--- config.mk ---
export PLATFORM = sky130hd
export DESIGN_NAME = lru_tile_cache_lookup
export DESIGN_NICKNAME = d
export VERILOG_FILES = /design/src/hdl/ltcl_pkg.sv /design/src/hdl/ltcl_store.sv /design/src/hdl/ltcl_cmp.sv /design/src/hdl/lru_tile_cache_lookup.sv
export VERILOG_INCLUDE_DIRS = /design/src /design/src/hdl
export SDC_FILE = /design/constraint.sdc
export NUM_CORES = 2
export LEC_CHECK = 0
export BUFFER_PORTS_ARGS = -buffer_cell sky130_fd_sc_hd__buf_2
export CORE_MARGIN = 4
export CORE_UTILIZATION = 60
export CTS_CLUSTER_SIZE = 20
export DETAILED_ROUTE_END_ITERATION = 10
export GPL_ROUTABILITY_DRIVEN = 0
export PLACE_DENSITY = 0.76
export SLEW_MARGIN = 20
export SYNTH_ARGS = -nofsm -noshare
export SYNTH_HDL_FRONTEND = slang
export SYNTH_SLANG_ARGS = --single-unit
--- constraint.sdc ---
create_clock -name clock -period 12.2 [get_ports clock]
set_input_delay 2.44 -clock clock [delete_from_list [all_inputs] [get_ports clock]]
set_output_delay 2.44 -clock clock [all_outputs]
set_load 0.1 [all_outputs]
--- src/hdl/lru_tile_cache_lookup_macros.svh ---
// Assertion macros shared by the tile cache lookup RTL.
// Define ASSERT_OFF to compile every check away.
`ifndef LRU_TILE_CACHE_LOOKUP_MACROS_SVH
`define LRU_TILE_CACHE_LOOKUP_MACROS_SVH

`ifndef ASSERT_OFF
// Property must hold at every clock edge outside reset
`define LTCL_ASSERT(lbl, clk, rst, prop) \
   lbl: assert property (@(posedge clk) disable iff (rst) (prop)) \
      else $error("ltcl assertion failed");
// Condition must never be true outside reset
`define LTCL_NEVER(lbl, clk, rst, cond) \
   lbl: assert property (@(posedge clk) disable iff (rst) !(cond)) \
      else $error("ltcl forbidden condition seen");
`else
`define LTCL_ASSERT(lbl, clk, rst, prop)
`define LTCL_NEVER(lbl, clk, rst, cond)
`endif

`endif

--- src/hdl/ltcl_pkg.sv ---
// Shared types and constants for the tile cache lookup.
// No dependencies; used by ltcl_store, ltcl_cmp and the top level.
`default_nettype none

package ltcl_pkg;

   localparam int KEY_W   = 16;
   localparam int STAMP_W = 32;
   localparam int SLOT_W  = 5;

   // Lookup sequencer states
   typedef enum logic [1:0] {
      ST_IDLE,
      ST_SCAN,
      ST_WRITE
   } state_type;

   // One directory entry: tile key plus last-access stamp
   typedef struct packed {
      logic [KEY_W-1:0]   key_x;
      logic [KEY_W-1:0]   key_z;
      logic [STAMP_W-1:0] stamp;
   } entry_type;

   // Compare unit result
   typedef struct packed {
      logic match;
      logic older;
   } cmp_result_type;

endpackage

`default_nettype wire

--- src/hdl/ltcl_store.sv ---
// Entry memory of the tile cache directory: one write port, one read port,
// registered read data. Depends on ltcl_pkg.
`default_nettype none

module ltcl_store #(
   parameter int DEPTH = 32,
   parameter int AW    = 5
) (
   input  wire logic                clock,
   input  wire logic                rd_en,
   input  wire logic [AW-1:0]       rd_addr,
   output      ltcl_pkg::entry_type rd_data,
   input  wire logic                wr_en,
   input  wire logic [AW-1:0]       wr_addr,
   input  wire ltcl_pkg::entry_type wr_data
);

   ltcl_pkg::entry_type mem [DEPTH];
   ltcl_pkg::entry_type rd_data_ff;

   // Write port
   always_ff @(posedge clock) begin
      if (wr_en) begin
         mem[wr_addr] <= wr_data;
      end
   end

   // Registered read port
   always_ff @(posedge clock) begin
      if (rd_en) begin
         rd_data_ff <= mem[rd_addr];
      end
   end

   assign rd_data = rd_data_ff;

endmodule

`default_nettype wire

--- src/hdl/ltcl_cmp.sv ---
// Shared compare unit: key equality and unsigned stamp age test for the
// entry under scan. Depends on ltcl_pkg.
`default_nettype none

module ltcl_cmp (
   input  wire logic [ltcl_pkg::KEY_W-1:0]   key_x,
   input  wire logic [ltcl_pkg::KEY_W-1:0]   key_z,
   input  wire ltcl_pkg::entry_type          entry,
   input  wire logic [ltcl_pkg::STAMP_W-1:0] oldest,
   output      ltcl_pkg::cmp_result_type     result
);

   // Tag match on both halves of the key
   assign result.match = (entry.key_x == key_x) && (entry.key_z == key_z);
   // Strictly older stamp, unsigned compare
   assign result.older = entry.stamp < oldest;

endmodule

`default_nettype wire

--- src/hdl/lru_tile_cache_lookup.sv ---
// Tile cache lookup: fully associative directory of ENTRIES slots with
// timestamp LRU replacement. A request scans the filled slots in order, one
// memory read and one compare per cycle through a single compare unit, and
// stops early on a hit. Slots fill in order and are never freed, so a fill
// count stands in for per-slot valid bits and no clearing pass is needed.
// The scan rate is set by the single read port of the entry memory. One
// request is in flight at a time; a finished response may wait on rsp_ready
// while the next request is accepted and scanned.
// Depends on ltcl_pkg, ltcl_store, ltcl_cmp and the macro header.
`default_nettype none

`include "lru_tile_cache_lookup_macros.svh"

module lru_tile_cache_lookup #(
   parameter int ENTRIES = 32
) (
   input  wire logic               clock,
   input  wire logic               reset,
   input  wire logic               req_valid,
   output      logic               req_ready,
   input  wire logic signed [15:0] req_tile_x,
   input  wire logic signed [15:0] req_tile_z,
   output      logic               rsp_valid,
   input  wire logic               rsp_ready,
   output      logic               rsp_hit,
   output      logic [4:0]         rsp_slot,
   output      logic               rsp_filled_empty,
   output      logic signed [15:0] rsp_evicted_x,
   output      logic signed [15:0] rsp_evicted_z
);

   localparam int IDXW = $clog2(ENTRIES);
   localparam int CW   = $clog2(ENTRIES + 1);
   localparam int KW   = ltcl_pkg::KEY_W;
   localparam int SW   = ltcl_pkg::STAMP_W;

   // Control state
   ltcl_pkg::state_type state_ff, state_in;
   logic [CW-1:0]   idx_ff, idx_in;
   logic            cmp_valid_ff, cmp_valid_in;
   logic [IDXW-1:0] cmp_idx_ff, cmp_idx_in;
   logic [CW-1:0]   fill_ff, fill_in;
   logic [SW-1:0]   clock_ff, clock_in;
   logic            rsp_valid_ff, rsp_valid_in;

   // Request payload and scan results
   logic [KW-1:0]   key_x_ff, key_x_in;
   logic [KW-1:0]   key_z_ff, key_z_in;
   logic            hit_ff, hit_in;
   logic [IDXW-1:0] hit_idx_ff, hit_idx_in;
   logic [IDXW-1:0] vic_idx_ff, vic_idx_in;
   logic [SW-1:0]   vic_stamp_ff, vic_stamp_in;
   logic [KW-1:0]   vic_x_ff, vic_x_in;
   logic [KW-1:0]   vic_z_ff, vic_z_in;

   // Response registers
   logic            rsp_hit_ff, rsp_hit_in;
   logic [4:0]      rsp_slot_ff, rsp_slot_in;
   logic            rsp_fe_ff, rsp_fe_in;
   logic [KW-1:0]   rsp_ev_x_ff, rsp_ev_x_in;
   logic [KW-1:0]   rsp_ev_z_ff, rsp_ev_z_in;

   // Memory and compare unit hookup
   logic                          rd_en;
   logic                          wr_en;
   logic [IDXW-1:0]               wr_addr;
   ltcl_pkg::entry_type           wr_data;
   ltcl_pkg::entry_type           rd_data;
   ltcl_pkg::cmp_result_type      cmp_res;
   logic                          issue;
   logic                          has_room;
   logic                          out_free;
   logic [IDXW-1:0]               tgt;

   ltcl_store #(
      .DEPTH (ENTRIES),
      .AW    (IDXW)
   ) u_store (
      .clock   (clock),
      .rd_en   (rd_en),
      .rd_addr (idx_ff[IDXW-1:0]),
      .rd_data (rd_data),
      .wr_en   (wr_en),
      .wr_addr (wr_addr),
      .wr_data (wr_data)
   );

   ltcl_cmp u_cmp (
      .key_x  (key_x_ff),
      .key_z  (key_z_ff),
      .entry  (rd_data),
      .oldest (vic_stamp_ff),
      .result (cmp_res)
   );

   // Scan helpers
   assign issue    = idx_ff < fill_ff;
   assign has_room = fill_ff < CW'(ENTRIES);
   assign out_free = !rsp_valid_ff || rsp_ready;
   assign tgt      = hit_ff   ? hit_idx_ff :
                     has_room ? fill_ff[IDXW-1:0] : vic_idx_ff;

   // Sequencer: next state and datapath controls
   always_comb begin
      state_in     = state_ff;
      idx_in       = idx_ff;
      cmp_valid_in = cmp_valid_ff;
      cmp_idx_in   = cmp_idx_ff;
      fill_in      = fill_ff;
      clock_in     = clock_ff;
      rsp_valid_in = rsp_valid_ff && !rsp_ready;
      key_x_in     = key_x_ff;
      key_z_in     = key_z_ff;
      hit_in       = hit_ff;
      hit_idx_in   = hit_idx_ff;
      vic_idx_in   = vic_idx_ff;
      vic_stamp_in = vic_stamp_ff;
      vic_x_in     = vic_x_ff;
      vic_z_in     = vic_z_ff;
      rsp_hit_in   = rsp_hit_ff;
      rsp_slot_in  = rsp_slot_ff;
      rsp_fe_in    = rsp_fe_ff;
      rsp_ev_x_in  = rsp_ev_x_ff;
      rsp_ev_z_in  = rsp_ev_z_ff;
      rd_en        = 1'b0;
      wr_en        = 1'b0;
      wr_addr      = tgt;
      wr_data      = '{key_x: key_x_ff, key_z: key_z_ff, stamp: clock_ff};

      unique case (state_ff)
         ltcl_pkg::ST_IDLE: begin
            if (req_valid) begin
               key_x_in     = req_tile_x;
               key_z_in     = req_tile_z;
               idx_in       = '0;
               cmp_valid_in = 1'b0;
               hit_in       = 1'b0;
               state_in     = ltcl_pkg::ST_SCAN;
            end
         end
         ltcl_pkg::ST_SCAN: begin
            // read the next filled slot, compare the one read last cycle
            cmp_valid_in = issue;
            cmp_idx_in   = idx_ff[IDXW-1:0];
            if (issue) begin
               rd_en  = 1'b1;
               idx_in = idx_ff + CW'(1);
            end
            if (cmp_valid_ff && !cmp_res.match &&
                (cmp_idx_ff == '0 || cmp_res.older)) begin
               vic_idx_in   = cmp_idx_ff;
               vic_stamp_in = rd_data.stamp;
               vic_x_in     = rd_data.key_x;
               vic_z_in     = rd_data.key_z;
            end
            if (cmp_valid_ff && cmp_res.match) begin
               hit_in     = 1'b1;
               hit_idx_in = cmp_idx_ff;
               state_in   = ltcl_pkg::ST_WRITE;
            end else if (!issue) begin
               state_in = ltcl_pkg::ST_WRITE;
            end
         end
         ltcl_pkg::ST_WRITE: begin
            // update the touched slot and post the response
            if (out_free) begin
               wr_en        = 1'b1;
               clock_in     = clock_ff + SW'(1);
               rsp_valid_in = 1'b1;
               rsp_hit_in   = hit_ff;
               rsp_slot_in  = 5'(tgt);
               rsp_fe_in    = !hit_ff && has_room;
               if (!hit_ff && has_room) begin
                  fill_in = fill_ff + CW'(1);
               end
               if (!hit_ff && !has_room) begin
                  rsp_ev_x_in = vic_x_ff;
                  rsp_ev_z_in = vic_z_ff;
               end else begin
                  rsp_ev_x_in = '0;
                  rsp_ev_z_in = '0;
               end
               state_in = ltcl_pkg::ST_IDLE;
            end
         end
         default: begin
            state_in = ltcl_pkg::ST_IDLE;
         end
      endcase
   end

   // Control registers
   always_ff @(posedge clock) begin
      if (reset) begin
         state_ff     <= ltcl_pkg::ST_IDLE;
         idx_ff       <= '0;
         cmp_valid_ff <= 1'b0;
         fill_ff      <= '0;
         clock_ff     <= '0;
         rsp_valid_ff <= 1'b0;
      end else begin
         state_ff     <= state_in;
         idx_ff       <= idx_in;
         cmp_valid_ff <= cmp_valid_in;
         fill_ff      <= fill_in;
         clock_ff     <= clock_in;
         rsp_valid_ff <= rsp_valid_in;
      end
   end

   // Payload registers
   always_ff @(posedge clock) begin
      cmp_idx_ff   <= cmp_idx_in;
      key_x_ff     <= key_x_in;
      key_z_ff     <= key_z_in;
      hit_ff       <= hit_in;
      hit_idx_ff   <= hit_idx_in;
      vic_idx_ff   <= vic_idx_in;
      vic_stamp_ff <= vic_stamp_in;
      vic_x_ff     <= vic_x_in;
      vic_z_ff     <= vic_z_in;
      rsp_hit_ff   <= rsp_hit_in;
      rsp_slot_ff  <= rsp_slot_in;
      rsp_fe_ff    <= rsp_fe_in;
      rsp_ev_x_ff  <= rsp_ev_x_in;
      rsp_ev_z_ff  <= rsp_ev_z_in;
   end

   // Ports
   assign req_ready        = (state_ff == ltcl_pkg::ST_IDLE);
   assign rsp_valid        = rsp_valid_ff;
   assign rsp_hit          = rsp_hit_ff;
   assign rsp_slot         = rsp_slot_ff;
   assign rsp_filled_empty = rsp_fe_ff;
   assign rsp_evicted_x    = rsp_ev_x_ff;
   assign rsp_evicted_z    = rsp_ev_z_ff;

   // Checks
   `LTCL_NEVER(a_fill_bound, clock, reset, fill_ff > CW'(ENTRIES))
   `LTCL_NEVER(a_hit_and_fill, clock, reset, rsp_valid_ff && rsp_hit_ff && rsp_fe_ff)
   `LTCL_ASSERT(a_clock_step, clock, reset, wr_en |=> clock_ff == $past(clock_ff) + SW'(1))
   `LTCL_ASSERT(a_fill_step, clock, reset,
      (wr_en && !hit_ff && has_room) |=> fill_ff == $past(fill_ff) + CW'(1))
   `LTCL_NEVER(a_scan_past_fill, clock, reset, rd_en && !(idx_ff < fill_ff))

endmodule

`default_nettype wire

==> qor.yml <==
crit_family: "simple AND/OR/NAND/NOR gates"
crit_type: "input port to flop"
dp.cells: 5596
power.switching_mw: 3.35
clk_pin_slew_ps: 60
cellPowerDensity_nw_per_um2: 165
htreeDepth: 4
critPathRequiredTime_ps: 12640
synth-edff-count: 2263
stdcell_area_um2: 98100
netlist_area_um2: 87800
ctsResizeCount: 0
tightest_slew_ps: 1190
skew_ps: 36.6
slowest_stage: "nor2_4"
maxCapViolCount: 0
synth_seq_area_share_pct: 78.5
hpwl_um: 107000
synth-adder-area-share_pct: 0.556
insertion_delay_ps: 850
p_int_mw: 12.8
path_cells: "buf_2 > nor2b_1 > nor2_4 > nand3_1 > nor2_4 > buf_4"
grt-ovfl-total: 0
final_common_cell: "edfxtp_1"
async_reset_ff_share_pct: 0
switching_share_pct: 20.7
antenna_found_initial: 6
grt_pass1_vias: 42003
hp-class: "flop to flop"
power_frac_seq_pct: 54.3
yosys_warnings: 0
dr.pass1.iters: 6
cts-root-buf: "clkbuf_16"
die_w_um: 391
ant_nets: 0
clock_power_share_pct: 41.2
grt_setup_unrepaired: "false"
synth_compound_area_share_pct: 0.445
layout-drive-gt1-share_pct: 31.3
fp-row-count: 140
cts.path.max_buffers: 3
synth_ff_type: "edfxtp_1"
grt_pass1_wl_um: 309000
maxSlewHeadroom_pct: 20.9
cts_tree: "yes"
setup_viol: 0
synth-seq-cells: 2311
mostFrequentLayoutCells: "2263 x edfxtp_1, 640 x mux4_2, 218 x clkbuf_16"
start_util_pct: 60.3
syn_avg_cell_area_um2: 24.1
cp_num_buf_inv: 2
slew_viol_final: 0
fin_cells: 5994
grt_usage_pct: 28.8
num_vias: 41193
synth_xor_area_share_pct: 0.619
fin_nets: 3972
cts_setup_buffers: 0
cts_hold_buf: 0
boundaryPins: 77
wl_per_cell_um: 35.7
drt_iter0_drc: 5942
max_freq_mhz: 170
irDropWorstVdd_v: 0.000158
timing.critical_path.mode_cell: "nor2_4"
yosysUniqueCellTypes: 46
outcome: "complete, no violations"
io_buffers: 76
synth-simple-area-share_pct: 1.42
cts_buffers: 213
fp.dieArea_um2: 153000
arrival_ps: 6330
p_leak_nw: 28.2
fin_crit_ps: 5880
area_growth_pct: 11.8
routed_wl_um: 214000
path_max_fanout: 44
via_per_inst: 6.87
die_h_um: 391
synth_nets: 3722
max_stage_delay_ps: 1040
pwr-share-comb_pct: 4.5
crit_path_start_kind: "input port"
cts_num_sinks: 2311
muxShareOfSynthArea_pct: 17.4
synth_top_family_by_area: "multiplexers"
hold_violations: 0
netlist_instances: 3647
p_total_mw: 16.2
drc: 0
crit_path_end_kind: "flop"
setup_tns_ps: 0
fin_crit_sh_pct: 48.2
grt_max_degree: 153
core_area_um2: 146000
placed_cell_area_um2: 91000
-- cell usage after synthesis, drive strengths merged (7+ instances only) --
library cell,count,area share (%)
or3,9,0.064
mux2i,11,0.13
mux4,640,16
nor4,11,0.078
nand2,39,0.17
edfxtp,2263,77
inv,47,0.20
xnor2,13,0.13
a21oi,17,0.097
nand3,18,0.10
and2,36,0.26
dfxtp,48,1.1
nor2,78,0.33
ha,39,0.56
nor3,11,0.063
clkbuf,92,0.39
o21ai,11,0.063
mux2,64,0.82
xor2,49,0.49
a21o,12,0.10
nand4,16,0.11
buf,73,0.50
nand2b,7,0.050
-- metal layers --
layer	share of wire, %	global-route usage [%]
met5	0.0061	0
met4	4.2	10.8
met3	11	6.47
met2	49	45.7
met1	36	40.2
-- registers in the layout (all words and copies together), names as in the netlist, 6 cells and up --
signal / count
u_store.mem: 2048
vic_z_ff: 16
fill_ff: 6
vic_stamp_ff: 32
rsp_evicted_x: 16
clock_ff: 32
rsp_evicted_z: 16
idx_ff: 6
key_x_ff: 16
key_z_ff: 16
u_store.rd_data: 64
vic_x_ff: 16
-- worst paths after layout --
check | startpoint | end | slack, ps | cells past startpoint
hold / removal | u_store.rd_data[0] | vic_stamp_ff[0] | 450 | 0
setup reg to reg | idx_ff[0] | u_store.rd_data[37] | 7220 | 6
setup / recovery | rsp_ready | u_store.mem[24][9] | 6320 | 6
hold reg to reg | u_store.rd_data[0] | vic_stamp_ff[0] | 450 | 0
-- cells by family (layout without fill, tap and decap cells) --
logic type	after synthesis	after routing
buffers and inverters	212	640
other	0	2
and+or+nand+nor	249	249
muxes	715	715
adders and majority gates	39	39
AOI/OAI and AO/OA	59	59
DFF	2311	2311
xor gates and xnor gates	62	62
-- power groups by stage --
stage	clock, mW	sequential (mW)	combinational [mW]
4_1_cts	6.74	8.78	0.733
5_1_grt	7.10	8.78	0.771
3_3_place_gp	0	8.95	0.711
6_report	6.67	8.78	0.726
3_5_place_dp	0	8.95	0.723
2_1_floorplan	0	9.02	0.439
-- stage by stage --
stage	util, %	hold slack (ps)	worst slack (ps)
after detailed placement	62.5	440	5480
after global placement	62.5	437	5550
after floorplan	-	417	3780
after CTS	67.3	452	6330
after global routing	67.4	468	6300
final	67.4	451	6320
-- layout make-up --
cell class                 count  area, µm²
fill                        8372      47400
antenna                        2       5.00
multi-input combinational   1124      18200
sequential                  2311      69000
inverter                      47        179
clock buffer                 265       5660
clock inverter               128       1320
timing repair buffer         200       1440
tap                         1917       2400
Power figures use the tool's default switching activity.
